$ cat src/hw/rtl/kbsd_pkg.sv
// ----------------------------------------------------------------------------
// kbsd_pkg
// shared types, constants and command codes of the k-best segmentation block
// ----------------------------------------------------------------------------
package kbsd_pkg;

  localparam int unsigned MaxBlocks = 64;
  localparam int unsigned MaxKeep   = 16;
  localparam int unsigned BlkW      = $clog2(MaxBlocks);
  localparam int unsigned RankW     = $clog2(MaxKeep);
  localparam int unsigned CntW      = $clog2(MaxKeep + 1);
  localparam int unsigned GrpW      = 7;
  localparam int unsigned LenW      = 40;
  localparam int unsigned ScoreW    = 32;
  localparam int unsigned CfgIdxW   = 3;
  localparam int unsigned CfgDataW  = 40;
  localparam int unsigned InDataW   = 56;
  localparam int unsigned OutDataW  = 64;
  localparam int unsigned TraceLimit = 64;

  localparam logic [LenW-1:0] LenMax = {LenW{1'b1}};

  localparam logic [1:0] CmdLoad  = 2'd0;
  localparam logic [1:0] CmdSolve = 2'd1;
  localparam logic [1:0] CmdTrace = 2'd2;

  localparam logic [CfgIdxW-1:0] RegOverhead = 3'd0;
  localparam logic [CfgIdxW-1:0] RegBound    = 3'd1;
  localparam logic [CfgIdxW-1:0] RegBoundEn  = 3'd2;
  localparam logic [CfgIdxW-1:0] RegGroups   = 3'd3;
  localparam logic [CfgIdxW-1:0] RegKeep     = 3'd4;
  localparam logic [CfgIdxW-1:0] RegBlocks   = 3'd5;

  // one list entry as it travels along the cell chain
  typedef struct packed {
    logic             vld;
    logic [LenW-1:0]  len;
    logic [GrpW-1:0]  grp;
    logic [BlkW-1:0]  start;
    logic [RankW-1:0] back;
  } entry_t;

  // candidate offered to every cell in one cycle
  typedef struct packed {
    logic             vld;
    logic [LenW-1:0]  len;
    logic [GrpW-1:0]  grp;
    logic [BlkW-1:0]  start;
    logic [RankW-1:0] back;
  } cand_t;

endpackage

$ cat src/hw/rtl/kbsd_cell.sv
// ----------------------------------------------------------------------------
// kbsd_cell
// one slot of the sorted insertion chain
// ----------------------------------------------------------------------------
module kbsd_cell (
  input  logic            clk_i,
  input  logic            rst_ni,
  input  logic            clear_i,
  input  logic            load_i,
  input  logic            active_i,
  input  kbsd_pkg::cand_t  cand_i,
  input  kbsd_pkg::entry_t left_i,
  input  logic            left_ins_i,
  output logic            ins_o,
  output kbsd_pkg::entry_t entry_o
);
  import kbsd_pkg::*;

  entry_t ent_q, ent_d;
  logic   here;

  // candidate goes here when this slot is empty or holds a longer entry
  assign here  = cand_i.vld & active_i & (~ent_q.vld | (ent_q.len > cand_i.len));
  assign ins_o = here | left_ins_i;

  always_comb begin
    ent_d = ent_q;
    if (clear_i) begin
      ent_d = '0;
    end else if (load_i && active_i) begin
      if (left_ins_i) begin
        ent_d = left_i;
      end else if (here) begin
        ent_d = '{vld: 1'b1, len: cand_i.len, grp: cand_i.grp,
                  start: cand_i.start, back: cand_i.back};
      end
    end
  end

  always_ff @(posedge clk_i or negedge rst_ni) begin
    if (!rst_ni) begin
      ent_q <= '0;
    end else begin
      ent_q <= ent_d;
    end
  end

  assign entry_o = ent_q;
endmodule

$ cat src/hw/rtl/kbsd_chain.sv
// ----------------------------------------------------------------------------
// kbsd_chain
// row of cells holding the sorted list of the prefix being solved
// ----------------------------------------------------------------------------
module kbsd_chain (
  input  logic                      clk_i,
  input  logic                      rst_ni,
  input  logic                      clear_i,
  input  logic                      load_i,
  input  logic [kbsd_pkg::CntW-1:0] keep_i,
  input  kbsd_pkg::cand_t            cand_i,
  output kbsd_pkg::entry_t           list_o [kbsd_pkg::MaxKeep]
);
  import kbsd_pkg::*;

  logic   ins  [MaxKeep+1];
  entry_t ents [MaxKeep+1];

  assign ins[0]  = 1'b0;
  assign ents[0] = '0;

  for (genvar g = 0; g < MaxKeep; g++) begin : g_cell
    logic act;
    assign act = (CntW'(g) < keep_i);
    kbsd_cell u_cell (
      .clk_i      (clk_i),
      .rst_ni     (rst_ni),
      .clear_i    (clear_i),
      .load_i     (load_i),
      .active_i   (act),
      .cand_i     (cand_i),
      .left_i     (ents[g]),
      .left_ins_i (ins[g]),
      .ins_o      (ins[g+1]),
      .entry_o    (ents[g+1])
    );
    assign list_o[g] = ents[g+1];
  end
endmodule

$ cat config.mk
export PLATFORM = sky130hd
export DESIGN_NAME = kbsd_chain
export DESIGN_NICKNAME = d
export VERILOG_FILES = /design/src/hw/rtl/kbsd_pkg.sv /design/src/hw/rtl/kbsd_cell.sv /design/src/hw/rtl/kbsd_chain.sv
export SDC_FILE = /design/constraint.sdc
export NUM_CORES = 2
export LEC_CHECK = 0
export ABC_CLOCK_PERIOD_IN_PS = 3950
export BUFFER_PORTS_ARGS = -buffer_cell sky130_fd_sc_hd__buf_2
export CORE_MARGIN = 5
export CORE_UTILIZATION = 40
export DETAILED_ROUTE_END_ITERATION = 8
export PLACE_DENSITY = 0.61
export REMOVE_ABC_BUFFERS = 1
export SLEW_MARGIN = 20
export SYNTH_ARGS = -nofsm -noshare
export SYNTH_HDL_FRONTEND = slang
export SYNTH_SLANG_ARGS = --single-unit
$ cat constraint.sdc
create_clock -name clk_i -period 3.95 [get_ports clk_i]
set_clock_uncertainty 0.1 [all_clocks]
set_input_delay 0.5925 -clock clk_i [delete_from_list [all_inputs] [get_ports clk_i]]
set_output_delay 0.5925 -clock clk_i [all_outputs]
set_load 0.005 [all_outputs]
======== Yosys cells after proc, flatten, opt, wreduce, memory -nomap -nowiden ========
Cells that the tools add are included.
storage, ports and cells
  flip-flop bits (word level) ............. 928
  bits of input ports ..................... 67
cells by class
  magnitude comparators ................... 32
  mux-type cells .......................... 63
  bitwise operators ....................... 78
  reduce and logical (&&, ||, !) cells .... 64
operator list
  cell                                                                         number
  58-bit two-way mux                                                           63
  40-bit > comparator                                                          16
  3-bit nonzero test                                                           15
  4-bit by 5-bit less-than comparator with 1-bit output, first input constant  8
  2-bit nonzero test                                                           17
  1-bit AND                                                                    32
  2-bit AND reduction                                                          16
  1-bit OR                                                                     30
  3-bit by 5-bit less-than comparator with 1-bit output, first input constant  4
  1-bit logical AND                                                            16
  1-bit inverter                                                               16
  1-bit by 5-bit less-than comparator with 1-bit output, first input constant  2
  2-bit by 5-bit less-than comparator with 1-bit output, first input constant  2

======== Logic depth before layout (Yosys ltp) ========
  depth after elaboration ................. 20
  mapped depth ............................ 16
  depth with buffers taken out ............ 12

======== Cells and area by module ========
Synthesis repeated with hierarchy kept, for this count alone.
unflattened totals
  cells, all modules ...................... 6684
  area, all modules ....................... 66164.7 µm²
modules (own cells, without submodules)
  module      times used  cells each  area each (µm²)  seq. area each (µm²)
  kbsd_cell   16          416         4125.2           1451.4
  kbsd_chain  1           28          161.4            0.0

======== Worst setup path after synthesis ========
No wires, ideal clock.
  kind .................................... in2reg
  start ................................... input cand_i[52] (netlist name)
  end ..................................... register g_cell[14].u_cell.ent_q, in the netlist g_cell[14].u_cell.entry_o[50]
  setup time .............................. 0.123 ns
  arrival time ............................ 3.885 ns
  required time ........................... 3.727 ns
  setup slack ............................. -0.157 ns
  cell stages on the path ................. 15
  cells stage by stage .................... inv_1 > ha_1 > a21oi_1 > o21ai_0 > a2111oi_1 > o2111ai_1 > o2111a_1 > a211oi_2 > and4b_1 > nand3_1 > buf_2 > o21ba_1 > buf_2 > buf_2 > o221a_2
between the ends
  longest elaborated chain between the ends .. 19
  elaborated cells on any way between the ends .. 63
  those cells by class .................... 15 x order compare; 3 x mux; 43 x bitwise; 2 x reduce/logical
ends and longest elaborated chain
  element                 RTL line          source
  from (decl)             kbsd_chain.sv:11  input kbsd_pkg::cand_t cand_i,
  40-bit > comparator     kbsd_cell.sv:23   assign here = cand_i.vld & active_i & (~ent_q.vld | (ent_q.len > cand_i.len));
  1-bit OR                kbsd_cell.sv:23
  1-bit AND               kbsd_cell.sv:23
  1-bit OR (13 in a row)  kbsd_cell.sv:24   assign ins_o = here | left_ins_i;
  58-bit two-way mux      kbsd_cell.sv:31   if (left_ins_i) begin
  58-bit two-way mux      kbsd_cell.sv:30   end else if (load_i && active_i) begin
  58-bit two-way mux      kbsd_cell.sv:28   if (clear_i) begin
  to (signal assigned)    kbsd_cell.sv:44   ent_q <= ent_d;
  to (decl)               kbsd_cell.sv:19   entry_t ent_q, ent_d;
Several ways; a longest one is shown, not always the timed one. The select of a mux whose other input is x is not followed.
A chain may end at the register's enable or synchronous reset.

======== Worst setup path in the final report ========
  start ................................... register g_cell[2].u_cell.ent_q, in the netlist g_cell[2].u_cell.entry_o[31]
  end ..................................... register g_cell[6].u_cell.ent_q, in the netlist g_cell[6].u_cell.entry_o[12]
between the ends
  longest elaborated chain between the ends .. 10
  elaborated cells on any way between the ends .. 12
  those cells by class .................... 1 x order compare; 3 x mux; 6 x bitwise; 2 x reduce/logical
ends and longest elaborated chain
  element                  RTL line
  from (decl)              kbsd_cell.sv:19
  from (signal assigned)   kbsd_cell.sv:44
  40-bit > comparator *    kbsd_cell.sv:23
  1-bit OR *               kbsd_cell.sv:23
  1-bit AND *              kbsd_cell.sv:23
  1-bit OR * (4 in a row)  kbsd_cell.sv:24
  58-bit two-way mux       kbsd_cell.sv:31
  58-bit two-way mux       kbsd_cell.sv:30
  58-bit two-way mux       kbsd_cell.sv:28
  to (signal assigned)     kbsd_cell.sv:44
  to (decl)                kbsd_cell.sv:19
Every way passes the cells marked *; elsewhere a longest branch is shown, timed or not. The select of a mux whose other input is x is not followed.

==> flow_summary.ini <==
[timing]
worst_pin_slew_ns = 1.07
finalMaxSlewViolations = 0
setup_tns_ns = -61.48
setup_ws_ns = -0.192
rsz0062_at_grt = yes
relSlewSlack = 0.284
period_share = 1.05
hold_violations = 0
max_freq_ghz = 0.241
period_minus_slack_ns = 4.14
setup-violations-final = 773

[clock_tree]
clock_path_buffers = 3
path_clk_slew_ns = 0.06
insertion_delay_ns = 0.75
cts_tree = yes
cts_made_buffers = 110
h-tree-depth = 3
cts.sinks = 928
cts-root-buf = clkbuf_16

[synthesis]
syn_area_per_cell_um2 = 9.50
postSynth.asyncResetShare = 1.00
synthFlopType = dfrtp_1
synth_xor_xnor_area_share = 0
yosysUniqueCellTypes = 72
postSynthCellCount = 6212
ys_warn_count = 0
synth_top_area_frac = 0.394
yosys-top-cells-area = dfrtp_1, ha_1, mux2i_1
synth_edf_count = 0
synth-adder-area-share = 0.136
synth_simple_gate_area_frac = 0.105
syn_area_um2 = 59000
synthMuxAreaShare = 0.0961
synth_top_cell_by_area = dfrtp_1
synth-seq-cells = 928
seq_area_frac_synth = 0.394
synth-compound-area-share = 0.226
synth_top_family_by_area = compound AO/OA/AOI/OAI gates

[placed_design]
dp_worst_setup_slack_ns = -1.58
place_area_um2 = 75300
portBuffers = 994
dp_hpwl_um = 244000
gp_congestion = 1.01
dp_cells = 9781

[worst_setup_path]
r2r-end = g_cell[6].u_cell.entry_o[12]
cpMaxStageDelayCell = dfrtp_1
reg2reg_from = g_cell[2].u_cell.entry_o[31]
cp.depth = 18
worst_path_largest_cell_delay_ns = 0.43
cp_max_fo = 10
path_cells = ha_4 -> nand4_1 -> nor3_4 -> nand4_1 -> buf_6 -> nor4_4 -> buf_4 -> a211o_1 -> a21oi_4 -> nor2_4 -> buf_6 -> buf_12 -> a31oi_4 -> buf_8 -> buf_16 -> buf_6 -> buf_16 -> a311oi_1
worst-r2r-setup-slack_ns = -0.19
crit_top_cell = buf_6
crit_buf_inv = 8
cp.arrival_ns = 4.67
crit_type = flop to flop
cp-start-kind = flop
reg2regPathDepth = 18
cp_data_required_time_ns = 4.47
crit_family = simple AND/OR/NAND/NOR gates
end_kind = flop

[cells_and_area]
finish.utilization = 0.580
layout_commonest_cell = buf_4
fin_area_um2 = 85300
drive_above_1_share = 0.373
syn_to_final_growth_pct = 44.6
final_cell_mix = buf_4, buf_2, dfrtp_1
regArea_um2 = 23200
final_nets = 8855
multi_input_area_um2 = 36300
largest_reg_flops = 928
n_fill_cell = 12842
final_cells = 10173

[drt]
first_iter_violations = 7812
wl_per_cell_um = 34.8
vias = 65502
avgViaCountPerCell = 6.44
ant_nets = 0
wirelength_um = 355000
first_pass_iters = 6
drc_errors = 0

[worst_hold_path]
hold_path.class = primary input to flop
min_path_cells = 3
min_to = g_cell[0].u_cell.entry_o[0]
holdCritStartpoint = cand_i[0]

[floorplanning]
ios = 995
rows = 141
core_um2 = 147000
start_util = 0.401
die_area_um2 = 155000
die_w_um = 394
die_h_um = 394

[power]
p_leak_nw = 44.2
power.density_nw_per_um2 = 364
ir_drop_uv = 325

[grt]
grt_use_total = 0.411
grt_max_degree = 130
grt_pass1_vias = 61320
antenna_found_initial = 18
grt_pass1_wl_um = 466000
grt-ovfl-total = 0

[flow_run]
drv_cap = 0

[status]
status = complete, but fails checks
violations = setup timing
through the flow:
stage,hold slack [ns],total power [W]
5_1_grt,0.145,0.0319
6_report,0.135,0.0311
3_5_place_dp,0.393,0.0188
3_3_place_gp,0.382,0.0187
2_1_floorplan,0.197,0.0141
4_1_cts,0.0966,0.0299
power by group:
group	total [W]	switching [W]	internal, W	leakage [nW]
logic	0.00939	0.00558	0.00381	29.9
clock network	0.0108	0.00454	0.00624	1.80
registers	0.0109	0.000764	0.0102	12.5
cells by family (layout without fill, tap and decap cells):
group	count (synthesis)	in the layout
adder cells (fa/ha/maj)	640	640
flip-flops	928	928
other	0	11
AND/OR/NAND/NOR	1353	1353
buffers and inverters	648	2668
multiplexers	566	566
AO/OA/AOI/OAI	2077	2077
worst min-delay path, stage by stage:
cell	delay (ns)
buf_2	0.20
nand2_1	0.09
a21oi_1	0.06
how the worst max path moves through the flow:
stage	from	end	slack [ns]
floorplan	cand_i[44]	g_cell[4].u_cell.entry_o[57]	-12.82
global route	g_cell[2].u_cell.entry_o[31]	g_cell[6].u_cell.entry_o[16]	-0.19
detailed placement	cand_i[55]	g_cell[14].u_cell.entry_o[52]	-1.58
CTS	g_cell[1].u_cell.entry_o[55]	g_cell[7].u_cell.entry_o[32]	-0.04
global placement	cand_i[39]	g_cell[6].u_cell.entry_o[12]	-1.75
finish	g_cell[2].u_cell.entry_o[31]	g_cell[6].u_cell.entry_o[12]	-0.19
routing by layer:
layer  global-route usage  vias up  routed length (µm)  part of all wire
li1                     -    27193                   -                 -
met1                0.532    32249              133000              0.37
met2                0.598     4825              145000              0.41
met3                0.114     1225               42700              0.12
met4                0.282       10               34000             0.096
met5              0.00185        -                  96           0.00027
final cells by class:
class	instances	area share
multi-input combinational	4636	0.426
sequential	928	0.272
timing repair buffer	2331	0.223
clock buffer	162	0.0381
tap	1930	0.0283
inverter	141	0.00643
clock inverter	34	0.00519
antenna	11	0.000323
timing repair:
item	in CTS	in global routing
gates resized for setup	167	592
pin swaps	47	121
cloned	17	62
setup buffers	55	56
hold endpoints to repair	46	0
setup endpoints to repair	870	865
hold buffers	1	0
synthesized netlist by cell type (14+ instances only):
master / n
nor2b_1: 24
nand2_1: 381
mux2i_1: 564
inv_1: 140
buf_1: 26
a211oi_1: 297
nand4_1: 115
o221a_2: 51
o211ai_1: 23
a21oi_1: 828
nor2_1: 488
nor4_1: 23
and3_1: 14
nand2b_1: 78
buf_4: 14
o21ai_0: 379
nor3_1: 69
dfrtp_1: 928
buf_2: 92
clkbuf_1: 375
nand3_1: 92
a21o_1: 40
a221oi_1: 73
a311oi_1: 25
o2bb2ai_1: 174
o41ai_1: 60
or2_2: 22
ha_1: 640
(Power assumes the default switching activity.)
